**config.mk**
```make
export PLATFORM = sky130hd
export DESIGN_NAME = pixel_strip_record_decoder_unit_flat
export DESIGN_NICKNAME = d
export VERILOG_FILES = /design/src/rtl/psrd_pkg.sv /design/src/rtl/psrd_channels.sv /design/src/rtl/pixel_strip_record_decoder_unit.sv /design/src/flat_wrapper.sv
export SDC_FILE = /design/constraint.sdc
export NUM_CORES = 1
export LEC_CHECK = 0
export ABC_AREA = 1
export BUFFER_PORTS_ARGS = -buffer_cell sky130_fd_sc_hd__buf_2
export CAP_MARGIN = 10
export CORE_MARGIN = 8
export CORE_UTILIZATION = 48
export CTS_BUF_LIST = sky130_fd_sc_hd__clkbuf_4 sky130_fd_sc_hd__clkbuf_8 sky130_fd_sc_hd__clkbuf_16
export CTS_CLUSTER_DIAMETER = 100
export CTS_CLUSTER_SIZE = 20
export DETAILED_ROUTE_END_ITERATION = 12
export PLACE_DENSITY = 0.75
export SETUP_SLACK_MARGIN = 0.02
export SYNTH_ARGS = -nofsm -noshare
export SYNTH_HDL_FRONTEND = slang
export SYNTH_SLANG_ARGS = --single-unit
```
**constraint.sdc**
```tcl
create_clock -name i_clk -period 4.3 [get_ports i_clk]
set_input_delay 0 -clock i_clk [delete_from_list [all_inputs] [get_ports i_clk]]
set_output_delay 0 -clock i_clk [all_outputs]
set_load 0.01 [all_outputs]
```
**src/rtl/psrd_pkg.sv**
```systemverilog
package psrd_pkg;

    // payload widths shared by the channels and the decoder
    localparam int BYTE_BITS      = 8;
    localparam int SKIP_BITS      = 16;
    localparam int CFG_INDEX_BITS = 8;

    typedef logic [BYTE_BITS-1:0] t_byte;

    // configuration register indexes
    localparam logic [CFG_INDEX_BITS-1:0] CFG_STRIP_MODE   = 8'd0;
    localparam logic [CFG_INDEX_BITS-1:0] CFG_COLOR_ORDER  = 8'd1;
    localparam logic [CFG_INDEX_BITS-1:0] CFG_FRAME_WIDTH  = 8'd2;
    localparam logic [CFG_INDEX_BITS-1:0] CFG_FRAME_HEIGHT = 8'd3;

    // scan modes
    localparam logic STRIP_LINES     = 1'b0;
    localparam logic STRIP_SERPENTINE = 1'b1;

    // color orders, the reserved code decodes as rgba
    localparam logic [1:0] ORDER_RGBA = 2'd0;
    localparam logic [1:0] ORDER_RGB  = 2'd1;
    localparam logic [1:0] ORDER_GRBA = 2'd2;

    localparam t_byte OPAQUE_ALPHA = 8'd255;

    // reset values of the frame size
    localparam t_byte FRAME_WIDTH_RST  = 8'd8;
    localparam t_byte FRAME_HEIGHT_RST = 8'd8;

    // inside the frame the position is below 255 * 255 and fits this many bits
    localparam int DIVIDEND_BITS = 16;

endpackage

```
**src/rtl/psrd_channels.sv**
```systemverilog
// record input channel
interface psrd_in_if import psrd_pkg::*; ();
    logic                 valid;
    logic                 ready;
    logic                 frame_start;
    logic [SKIP_BITS-1:0] skip_count;
    t_byte                byte_one;
    t_byte                byte_two;
    t_byte                byte_three;
    t_byte                byte_four;

    modport source (
        output valid, frame_start, skip_count, byte_one, byte_two, byte_three, byte_four,
        input  ready
    );
    modport sink (
        input  valid, frame_start, skip_count, byte_one, byte_two, byte_three, byte_four,
        output ready
    );
endinterface

// decoded pixel output channel
interface psrd_out_if import psrd_pkg::*; ();
    logic  valid;
    logic  ready;
    t_byte pixel_x;
    t_byte pixel_y;
    t_byte red;
    t_byte green;
    t_byte blue;
    t_byte alpha;
    logic  in_frame;

    modport source (
        output valid, pixel_x, pixel_y, red, green, blue, alpha, in_frame,
        input  ready
    );
    modport sink (
        input  valid, pixel_x, pixel_y, red, green, blue, alpha, in_frame,
        output ready
    );
endinterface

// configuration write channel
interface psrd_cfg_if import psrd_pkg::*; ();
    logic                      valid;
    logic                      ready;
    logic [CFG_INDEX_BITS-1:0] index;
    t_byte                     data;

    modport source (
        output valid, index, data,
        input  ready
    );
    modport sink (
        input  valid, index, data,
        output ready
    );
endinterface

```
**src/rtl/pixel_strip_record_decoder_unit.sv**
```systemverilog
// Pixel strip record decoder. Each record on i_pix advances the strip position by its
// skip count (saturating at the top of the position range, cleared first when
// frame_start is set), and one decoded pixel leaves on o_pix with its (x,y), its color
// in red, green, blue, alpha order and an in-frame flag. The position is mapped line by
// line or as serpentine columns through one shared restoring divider that retires one
// quotient bit per cycle. A record inside the frame passes acceptance, the bounds check,
// 16 divide steps and the output load before the next record can be accepted; a record
// outside the frame skips the divide steps. The finished pixel waits in an output
// register, so the next record is taken while it is still unread. Configuration writes
// are accepted in every cycle and must only be made while the decoder is idle.
module pixel_strip_record_decoder_unit import psrd_pkg::*; #(
    parameter int POSITION_BITS = 24
) (
    input  logic          i_clk,
    input  logic          i_rst_n,
    psrd_cfg_if.sink      i_cfg,
    psrd_in_if.sink       i_pix,
    psrd_out_if.source    o_pix
);

    localparam int PB       = POSITION_BITS;
    localparam int DB       = DIVIDEND_BITS;
    localparam int CNT_BITS = $clog2(DB);
    localparam int AREA_BITS = 2 * BYTE_BITS;

    localparam logic [1:0] ST_IDLE   = 2'd0;
    localparam logic [1:0] ST_CHECK  = 2'd1;
    localparam logic [1:0] ST_DIVIDE = 2'd2;
    localparam logic [1:0] ST_EMIT   = 2'd3;

    // configuration registers
    logic          r_strip_mode;
    logic [1:0]    r_color_order;
    t_byte         r_frame_width;
    t_byte         r_frame_height;
    logic [AREA_BITS-1:0] r_area;

    // control state
    logic [1:0]          r_state;
    logic [PB-1:0]       r_pos;
    logic [PB-1:0]       r_pos_work;
    logic                r_inside;
    logic [CNT_BITS-1:0] r_bit_cnt;
    logic                r_out_valid;

    // record payload and divider datapath
    t_byte         r_b1, r_b2, r_b3, r_b4;
    t_byte         r_div;
    t_byte         r_rem;
    logic [DB-1:0] r_quo;

    // output registers
    t_byte r_px, r_py, r_red, r_green, r_blue, r_alpha;
    logic  r_in_frame;

    logic [PB-1:0]        n_pos_base;
    logic [PB:0]          n_pos_sum;
    logic [PB-1:0]        n_pos_sat;
    logic [PB-1:0]        n_pos_inc;
    logic                 n_inside;
    logic [BYTE_BITS:0]   n_trial;
    logic [BYTE_BITS+1:0] n_diff;
    t_byte                n_rem;
    t_byte                n_px, n_py, n_red, n_green, n_blue, n_alpha;
    logic                 out_free;

    assign i_cfg.ready = 1'b1;
    assign i_pix.ready = (r_state == ST_IDLE);

    assign o_pix.valid    = r_out_valid;
    assign o_pix.pixel_x  = r_px;
    assign o_pix.pixel_y  = r_py;
    assign o_pix.red      = r_red;
    assign o_pix.green    = r_green;
    assign o_pix.blue     = r_blue;
    assign o_pix.alpha    = r_alpha;
    assign o_pix.in_frame = r_in_frame;

    assign out_free = !r_out_valid || o_pix.ready;

    // saturating advance by the skip count
    always_comb begin
        n_pos_base = i_pix.frame_start ? '0 : r_pos;
        n_pos_sum  = {1'b0, n_pos_base} + {{(PB + 1 - SKIP_BITS){1'b0}}, i_pix.skip_count};
        n_pos_sat  = n_pos_sum[PB] ? '1 : n_pos_sum[PB-1:0];
    end

    // saturating advance past the pixel and bounds check
    always_comb begin
        n_pos_inc = (&r_pos_work) ? r_pos_work : r_pos_work + {{(PB - 1){1'b0}}, 1'b1};
        n_inside  = (r_pos_work < {{(PB - AREA_BITS){1'b0}}, r_area});
    end

    // one restoring divide step
    always_comb begin
        n_trial = {r_rem, r_quo[DB-1]};
        n_diff  = {1'b0, n_trial} - {2'b00, r_div};
        n_rem   = n_diff[BYTE_BITS+1] ? n_trial[BYTE_BITS-1:0] : n_diff[BYTE_BITS-1:0];
    end

    // coordinates from quotient and remainder
    always_comb begin
        n_px = '0;
        n_py = '0;
        if (r_inside) begin
            if (r_strip_mode == STRIP_SERPENTINE) begin
                n_px = r_quo[BYTE_BITS-1:0];
                n_py = r_quo[0] ? (r_frame_height - 8'd1 - r_rem) : r_rem;
            end else begin
                n_px = r_rem;
                n_py = r_quo[BYTE_BITS-1:0];
            end
        end
    end

    // color byte order
    always_comb begin
        unique case (r_color_order)
            ORDER_RGB: begin
                n_red   = r_b1;
                n_green = r_b2;
                n_alpha = OPAQUE_ALPHA;
            end
            ORDER_GRBA: begin
                n_red   = r_b2;
                n_green = r_b1;
                n_alpha = r_b4;
            end
            default: begin
                n_red   = r_b1;
                n_green = r_b2;
                n_alpha = r_b4;
            end
        endcase
        n_blue = r_b3;
    end

    // configuration writes
    always_ff @(posedge i_clk) begin
        if (!i_rst_n) begin
            r_strip_mode   <= STRIP_LINES;
            r_color_order  <= ORDER_RGBA;
            r_frame_width  <= FRAME_WIDTH_RST;
            r_frame_height <= FRAME_HEIGHT_RST;
        end else if (i_cfg.valid) begin
            unique case (i_cfg.index)
                CFG_STRIP_MODE:   r_strip_mode   <= i_cfg.data[0];
                CFG_COLOR_ORDER:  r_color_order  <= i_cfg.data[1:0];
                CFG_FRAME_WIDTH:  r_frame_width  <= i_cfg.data;
                CFG_FRAME_HEIGHT: r_frame_height <= i_cfg.data;
                default: ;
            endcase
        end
    end

    // frame area, zero when either dimension is zero
    always_ff @(posedge i_clk) begin
        r_area <= r_frame_width * r_frame_height;
    end

    // record sequencer
    always_ff @(posedge i_clk) begin
        if (!i_rst_n) begin
            r_state     <= ST_IDLE;
            r_pos       <= '0;
            r_bit_cnt   <= '0;
            r_out_valid <= 1'b0;
        end else begin
            // a pixel item leaves; a load in ST_EMIT sets the flag again instead
            if (r_out_valid && o_pix.ready && (r_state != ST_EMIT)) begin
                r_out_valid <= 1'b0;
            end
            unique case (r_state)
                ST_IDLE: begin
                    if (i_pix.valid) begin
                        r_pos_work <= n_pos_sat;
                        r_b1       <= i_pix.byte_one;
                        r_b2       <= i_pix.byte_two;
                        r_b3       <= i_pix.byte_three;
                        r_b4       <= i_pix.byte_four;
                        r_state    <= ST_CHECK;
                    end
                end
                ST_CHECK: begin
                    r_pos     <= n_pos_inc;
                    r_inside  <= n_inside;
                    r_quo     <= r_pos_work[DB-1:0];
                    r_rem     <= '0;
                    r_div     <= (r_strip_mode == STRIP_SERPENTINE) ? r_frame_height
                                                                    : r_frame_width;
                    r_bit_cnt <= '0;
                    r_state   <= n_inside ? ST_DIVIDE : ST_EMIT;
                end
                ST_DIVIDE: begin
                    r_rem     <= n_rem;
                    r_quo     <= {r_quo[DB-2:0], ~n_diff[BYTE_BITS+1]};
                    r_bit_cnt <= r_bit_cnt + {{(CNT_BITS - 1){1'b0}}, 1'b1};
                    if (&r_bit_cnt) begin
                        r_state <= ST_EMIT;
                    end
                end
                ST_EMIT: begin
                    if (out_free) begin
                        r_px        <= n_px;
                        r_py        <= n_py;
                        r_red       <= n_red;
                        r_green     <= n_green;
                        r_blue      <= n_blue;
                        r_alpha     <= n_alpha;
                        r_in_frame  <= r_inside;
                        r_out_valid <= 1'b1;
                        r_state     <= ST_IDLE;
                    end
                end
                default: r_state <= ST_IDLE;
            endcase
        end
    end

endmodule
```
**src/flat_wrapper.sv**
```systemverilog
// flat-port wrapper written by rule: the top's interface ports become plain ports
module pixel_strip_record_decoder_unit_flat import psrd_pkg::*;
#(
    parameter int POSITION_BITS = 24
)
  (i_clk, i_rst_n, i_cfg_valid, i_cfg_index, i_cfg_data, i_cfg_ready, i_pix_valid, i_pix_frame_start, i_pix_skip_count, i_pix_byte_one, i_pix_byte_two, i_pix_byte_three, i_pix_byte_four, i_pix_ready, o_pix_valid, o_pix_pixel_x, o_pix_pixel_y, o_pix_red, o_pix_green, o_pix_blue, o_pix_alpha, o_pix_in_frame, o_pix_ready);
  psrd_cfg_if i_cfg_i ();
  psrd_in_if i_pix_i ();
  psrd_out_if o_pix_i ();
  input  logic i_clk;
  input  logic i_rst_n;
  input wire logic [$bits(i_cfg_i.valid)-1:0] i_cfg_valid;
  input wire logic [$bits(i_cfg_i.index)-1:0] i_cfg_index;
  input wire logic [$bits(i_cfg_i.data)-1:0] i_cfg_data;
  output wire logic [$bits(i_cfg_i.ready)-1:0] i_cfg_ready;
  input wire logic [$bits(i_pix_i.valid)-1:0] i_pix_valid;
  input wire logic [$bits(i_pix_i.frame_start)-1:0] i_pix_frame_start;
  input wire logic [$bits(i_pix_i.skip_count)-1:0] i_pix_skip_count;
  input wire logic [$bits(i_pix_i.byte_one)-1:0] i_pix_byte_one;
  input wire logic [$bits(i_pix_i.byte_two)-1:0] i_pix_byte_two;
  input wire logic [$bits(i_pix_i.byte_three)-1:0] i_pix_byte_three;
  input wire logic [$bits(i_pix_i.byte_four)-1:0] i_pix_byte_four;
  output wire logic [$bits(i_pix_i.ready)-1:0] i_pix_ready;
  output wire logic [$bits(o_pix_i.valid)-1:0] o_pix_valid;
  output wire logic [$bits(o_pix_i.pixel_x)-1:0] o_pix_pixel_x;
  output wire logic [$bits(o_pix_i.pixel_y)-1:0] o_pix_pixel_y;
  output wire logic [$bits(o_pix_i.red)-1:0] o_pix_red;
  output wire logic [$bits(o_pix_i.green)-1:0] o_pix_green;
  output wire logic [$bits(o_pix_i.blue)-1:0] o_pix_blue;
  output wire logic [$bits(o_pix_i.alpha)-1:0] o_pix_alpha;
  output wire logic [$bits(o_pix_i.in_frame)-1:0] o_pix_in_frame;
  input wire logic [$bits(o_pix_i.ready)-1:0] o_pix_ready;
  assign i_cfg_i.valid = i_cfg_valid;
  assign i_cfg_i.index = i_cfg_index;
  assign i_cfg_i.data = i_cfg_data;
  assign i_cfg_ready = i_cfg_i.ready;
  assign i_pix_i.valid = i_pix_valid;
  assign i_pix_i.frame_start = i_pix_frame_start;
  assign i_pix_i.skip_count = i_pix_skip_count;
  assign i_pix_i.byte_one = i_pix_byte_one;
  assign i_pix_i.byte_two = i_pix_byte_two;
  assign i_pix_i.byte_three = i_pix_byte_three;
  assign i_pix_i.byte_four = i_pix_byte_four;
  assign i_pix_ready = i_pix_i.ready;
  assign o_pix_valid = o_pix_i.valid;
  assign o_pix_pixel_x = o_pix_i.pixel_x;
  assign o_pix_pixel_y = o_pix_i.pixel_y;
  assign o_pix_red = o_pix_i.red;
  assign o_pix_green = o_pix_i.green;
  assign o_pix_blue = o_pix_i.blue;
  assign o_pix_alpha = o_pix_i.alpha;
  assign o_pix_in_frame = o_pix_i.in_frame;
  assign o_pix_i.ready = o_pix_ready;
  pixel_strip_record_decoder_unit #(.POSITION_BITS(POSITION_BITS)) u_core (.i_clk(i_clk), .i_rst_n(i_rst_n), .i_cfg(i_cfg_i), .i_pix(i_pix_i), .o_pix(o_pix_i));
endmodule
```
# Word-level counts from Yosys, hierarchy flattened
# Cells that the tools add are included.
# word_totals
reg_bits	204
inputBits	70
out_inout_bits	52
elab_cells	84
# op_classes
addsub	6
multipliers	1
magnitude_cmp	1
n_eq_ne	12
mux	20
bitwise_logic	1
reduce_logical	18
# ops
op	n
8-bit 2-to-1 mux	7
24-bit 2-to-1 mux	2
16-bit case mux with 2 select lines	1
24-bit by 16-bit adder with 25-bit output	1
24-bit by 1-bit adder with 24-bit output, second input constant	1
24-bit by 16-bit < comparator with 1-bit output	1
24-bit AND reduction	1
8-bit by 2-bit equality test with 1-bit output, second input constant	2
8-bit by 8-bit multiplier with 16-bit output	1
8-bit case mux with 2 select lines	1
2-bit AND reduction	6
9-bit by 8-bit subtractor with 10-bit output	1
3-bit AND reduction	3
8-bit by 1-bit equality test with 1-bit output, second input constant	1
8-bit logical NOT	1
2-bit case mux with 4 select lines	1
4-bit case mux with 2 select lines	1
8-bit by 1-bit subtractor with 8-bit output, second input constant	1
8-bit subtractor	1
2-bit equality test, second input constant	3
2-bit 2-to-1 mux	3
4-bit by 1-bit adder with 4-bit output, second input constant	1
2-bit by 1-bit equality test with 1-bit output, second input constant	2
1-bit 2-to-1 mux	4
other kinds (9)	12

# Depth between registers and ports, before layout
# depth
ltp_word	5
ltp_mapped	19
mapped_depth_nobuf	18

# Least setup slack after synthesis
# OpenSTA, ideal clock, no wires.
# synth_path
kind	flip-flop to flip-flop
start	register u_core.r_state[0]
end	register u_core.r_alpha[0] (netlist: u_core.o_pix.alpha[0]), enable pin
setup_ns	0.516
arrival_time_ns	3.983
t_required_ns	3.784
path_slack_ns	-0.199
path_stages_with_launch	4
synth_period_minus_slack_ns	4.499
path_cell_list	dfxtp_1 -> ha_1 -> inv_1 -> nor3_1
# synth_between
elab_chain_cells	2
# synth_lines
element	line_no	source
from (decl)	pixel_strip_record_decoder_unit.sv:39	logic [1:0] r_state;
from (signal assigned)	pixel_strip_record_decoder_unit.sv:192	r_state <= n_inside ? ST_DIVIDE : ST_EMIT;
2-bit equality test	pixel_strip_record_decoder_unit.sv:173	unique case (r_state)
3-bit AND reduction (no line)	n/a	
to (signal assigned)	pixel_strip_record_decoder_unit.sv:209	r_alpha <= n_alpha;
to (decl)	pixel_strip_record_decoder_unit.sv:53	t_byte r_px, r_py, r_red, r_green, r_blue, r_alpha;
# Every way passes these cells.
# A chain may end at the register's enable or synchronous reset.

# Final worst setup path
# layout_path
start	register u_core.r_frame_height[7]
end	register u_core.r_area[14]
# layout_between
elab_chain_cells	1
# layout_lines
element	line_no	source
from (decl)	pixel_strip_record_decoder_unit.sv:35	t_byte r_frame_height;
from (signal assigned)	pixel_strip_record_decoder_unit.sv:150	CFG_FRAME_HEIGHT: r_frame_height <= i_cfg.data;
8-bit by 8-bit multiplier with 16-bit output	pixel_strip_record_decoder_unit.sv:158	r_area <= r_frame_width * r_frame_height;
to (signal assigned)	pixel_strip_record_decoder_unit.sv:158	
to (decl)	pixel_strip_record_decoder_unit.sv:36	logic [AREA_BITS-1:0] r_area;
# Every way passes these cells.

==> summary.md <==
| Metric | Value |
|---|---|
| ANT nets after route | `0` |
| Status | `finished clean` |
| Mapped cell area | `12840 µm²` |
| FFs w/ async S/R, synth | `0%` |
| Yosys top cell by area | `edfxtp_1` |
| Post-DP Area | `13810 µm²` |
| Synthesis Warnings | `0` |
| PwrDens | `395.1 nW/µm²` |
| Nets | `1880` |
| CP required | `about 4700 ps` |
| Clk pin slew, worst setup/hold paths | `~90 ps` |
| Syn nets | `roughly 1700` |
| WL final | `31970 µm` |
| RSZ-0062 raised after global routing | `no` |
| Final Critical Period | `4048 ps` |
| CTS root buffer | `clkbuf_16` |
| Synth unique cells | `58` |
| Crit Path Category | `reg2reg` |
| Post-CTS Setup Repair Bufs | `0` |
| Area share of the largest cell type after synthesis | `~32%` |
| Utilization after layout | `55.75%` |
| Vias | `10552` |
| Worst slew pin tran | `approximately 1000 ps` |
| Most frequent cell after synthesis | `nand2_1` |
| Chip Height | `179.6 µm` |
| Main flop type after synthesis | `edfxtp_1` |
| Final setup viols | `0` |
| Initial antenna violation count | `2` |
| Part of the Yosys area used for sequential elements | `roughly 43%` |
| Hold WS | `approximately 60 ps` |
| Gpl congestion | `~0.92` |
| Post-synth EDFFs | `138` |
| Reg area | `5475 µm²` |
| # Max-Cap Violations | `0` |
| FMAX | `between 0.2 and 0.25 GHz` |
| Hold Path Class | `in2reg` |
| Grt ovf | `0` |
| Multi-input logic area | `a little over 6000 µm²` |
| Final Slew Violations | `0` |
| Clock Path Buffers | `3` |
| H-tree depth | `1` |
| Crit start category | `register` |
| CTS Buf Count | `14` |
| Critical path's most frequent cell | `fa_1` |
| IO buf count | `120` |
| Layout Skew | `22.62 ps` |
| Commonest cells in the netlist | `302 x nand2_1, 290 x inv_1, 138 x edfxtp_1, 125 x nor2_1, 98 x a21oi_1` |
| Vias in the first global route | `just over 10000` |
| Vias per cell | `5.190` |
| Hpwl dp | `23630 µm` |
| Die ar. | `between 30000 and 40000 µm²` |
| Share of cells above drive strength 1 | `12.66%` |
| Area of the core | `26650 µm²` |
| Filler cell count | `2304` |
| Clk sinks | `204` |
| DP Cell Count | `1952` |
| Hold Vio Cnt, Final | `0` |
| Clock Latency Late Sink | `480 ps` |
| CP Cell Sequence | `buf_4, nand2_1, inv_1, fa_1, fa_1, fa_1, inv_1, fa_1, inv_1, ha_1, a21oi_1, o21ai_0, nand2_1, nand4_1, xor2_1` |
| Max_slew headroom | `30.23%` |
| Avg WL per Cell | `15.72 µm` |
| CP Max Fanout | `7` |
| Global-route wire length before repair | `between 50000 and 60000 µm` |
| Critical Path Max Stage Delay | `about 550 ps` |
| Post-synthesis cell count | `1522` |
| I/O pin count | `between 100 and 150` |
| Crit share post-route | `94.14%` |
| Drt pass-1 iters | `6` |
| Synthesized area per cell | `8.439 µm²` |
| Area contributors post-synth | `edfxtp_1 32%, dfxtp_1 10%, nand2_1 8.8%` |
| Area Growth Syn to Fin | `15.66%` |
| Largest net degree at the start of global routing | `50` |
| Worst Setup End Kind | `register` |
| Data arrival, critical path | `4400 ps` |
| Worst VDD drop | `0.2078 mV` |
| # DRC | `0` |
| CTS tree | `yes` |
| Setup TNS Final | `0 ps` |
| Post-route cell area | `14860 µm²` |
| Cell Count, Final, Fillers Out | `between 2000 and 2500` |
| Pleak | `7.206 nW` |
| Rows | `60` |
| DR iter-0 viols | `991` |
| Synthesis-stage register bit count | `about 200` |
| Total global-route track usage | `between 10% and 20%` |
| Slowest-stage cell, CP | `fa_1` |
| Die extent in x | `179.6 µm` |
| Initial Util | `48.20%` |
per-layer routing:
metal  track usage [%]  vias up  part of all wire (%)
li1                  -     5209                     -
met1             25.80     4935                    45
met2             31.85      357                    47
met3             3.165       51                   6.1
met4             5.135        0                   2.3
met5                 0        -                     0
per-stage QoR:
stage	setup slack, ps	total power, W
2_1_floorplan	277.0	0.003915
3_3_place_gp	203.9	0.004378
3_5_place_dp	112.8	0.004424
4_1_cts	56.51	0.005885
5_1_grt	31.58	0.006210
6_report	252.0	0.005869
placed cells by master, fill, tap and decap left out, types with 5 or more instances in the layout:
master	instances
nand3b_1	5
nor3_1	17
or2_2	6
nand2_1	302
dfxtp_1	60
o31ai_1	9
a21o_1	5
nand3_1	62
nor2_1	124
xnor2_1	11
buf_4	14
dfxtp_2	5
or2_1	7
clkbuf_4	7
xor2_1	32
inv_1	290
a21oi_1	97
fa_1	39
o211ai_1	5
clkbuf_16	15
a31oi_1	5
inv_2	8
o21ai_1	9
ha_1	89
nand2_2	7
edfxtp_1	138
nand4_1	21
buf_2	120
nor2_4	5
dlygate4sd3_1	55
o21ai_0	74
cells by family after synthesis:
logic type	count (synthesis)	synth area share [%]
simple gates	576	19.70
compound gates	224	9.653
flops	204	42.55
buf+inv	346	10.39
other cells	1	0.02919
fa+ha+maj	128	14.75
xor+xnor	43	2.932
where the power goes:
group          total [W]  switching [W]  internal [W]
Combinational    0.00171        0.00112      0.000594
Clock            0.00143       0.000671      0.000760
Sequential       0.00273       0.000217       0.00251
Total            0.00587        0.00200       0.00387
registers in the layout, summed over array words and instances, names as in the netlist, 16 cells and up:
signal,count
u_core.r_pos,24
u_core.r_quo,16
u_core.r_area,16
u_core.r_pos_work,24
worst max-delay path: cells and delay by family, from the launching register on:
| family | cells | cell delay, ps |
|---|---|---|
| buffers and inverters | 4 | 370 |
| AND/OR/NAND/NOR | 3 | 230 |
| flip-flops | 1 | 450 |
| adder cells (fa/ha/maj) | 5 | 2360 |
| AO/OA/AOI/OAI | 2 | 350 |
| XOR/XNOR | 1 | 160 |
timing repair:
item	in CTS	in global routing
endpoints found under the setup margin	0	5
hold buffers	55	0
endpoints found under the hold margin	55	0
gates resized for setup	0	9
layout make-up:
type / count / area share [%]
Antenna cell: 2 / 0.03369
Clock buffer: 22 / 2.880
Clock inverter: 2 / 0.3116
Inverter: 300 / 7.596
Multi-Input combinational cell: 972 / 40.86
Sequential cell: 204 / 36.85
Tap cell: 341 / 2.872
Timing Repair Buffer: 190 / 8.590
final timing paths:
path	start	slack (ps)	cells after the start	to
max	u_core.r_frame_height[7]	250	15	u_core.r_area[14]
max reg2reg	u_core.r_frame_height[7]	250	15	u_core.r_area[14]
min	i_pix_skip_count[2]	60	4	u_core.r_pos_work[2]
min reg2reg	u_core.n_blue[5]	420	0	u_core.o_pix.blue[5]
No activity file was read; power rests on OpenSTA's default activity.
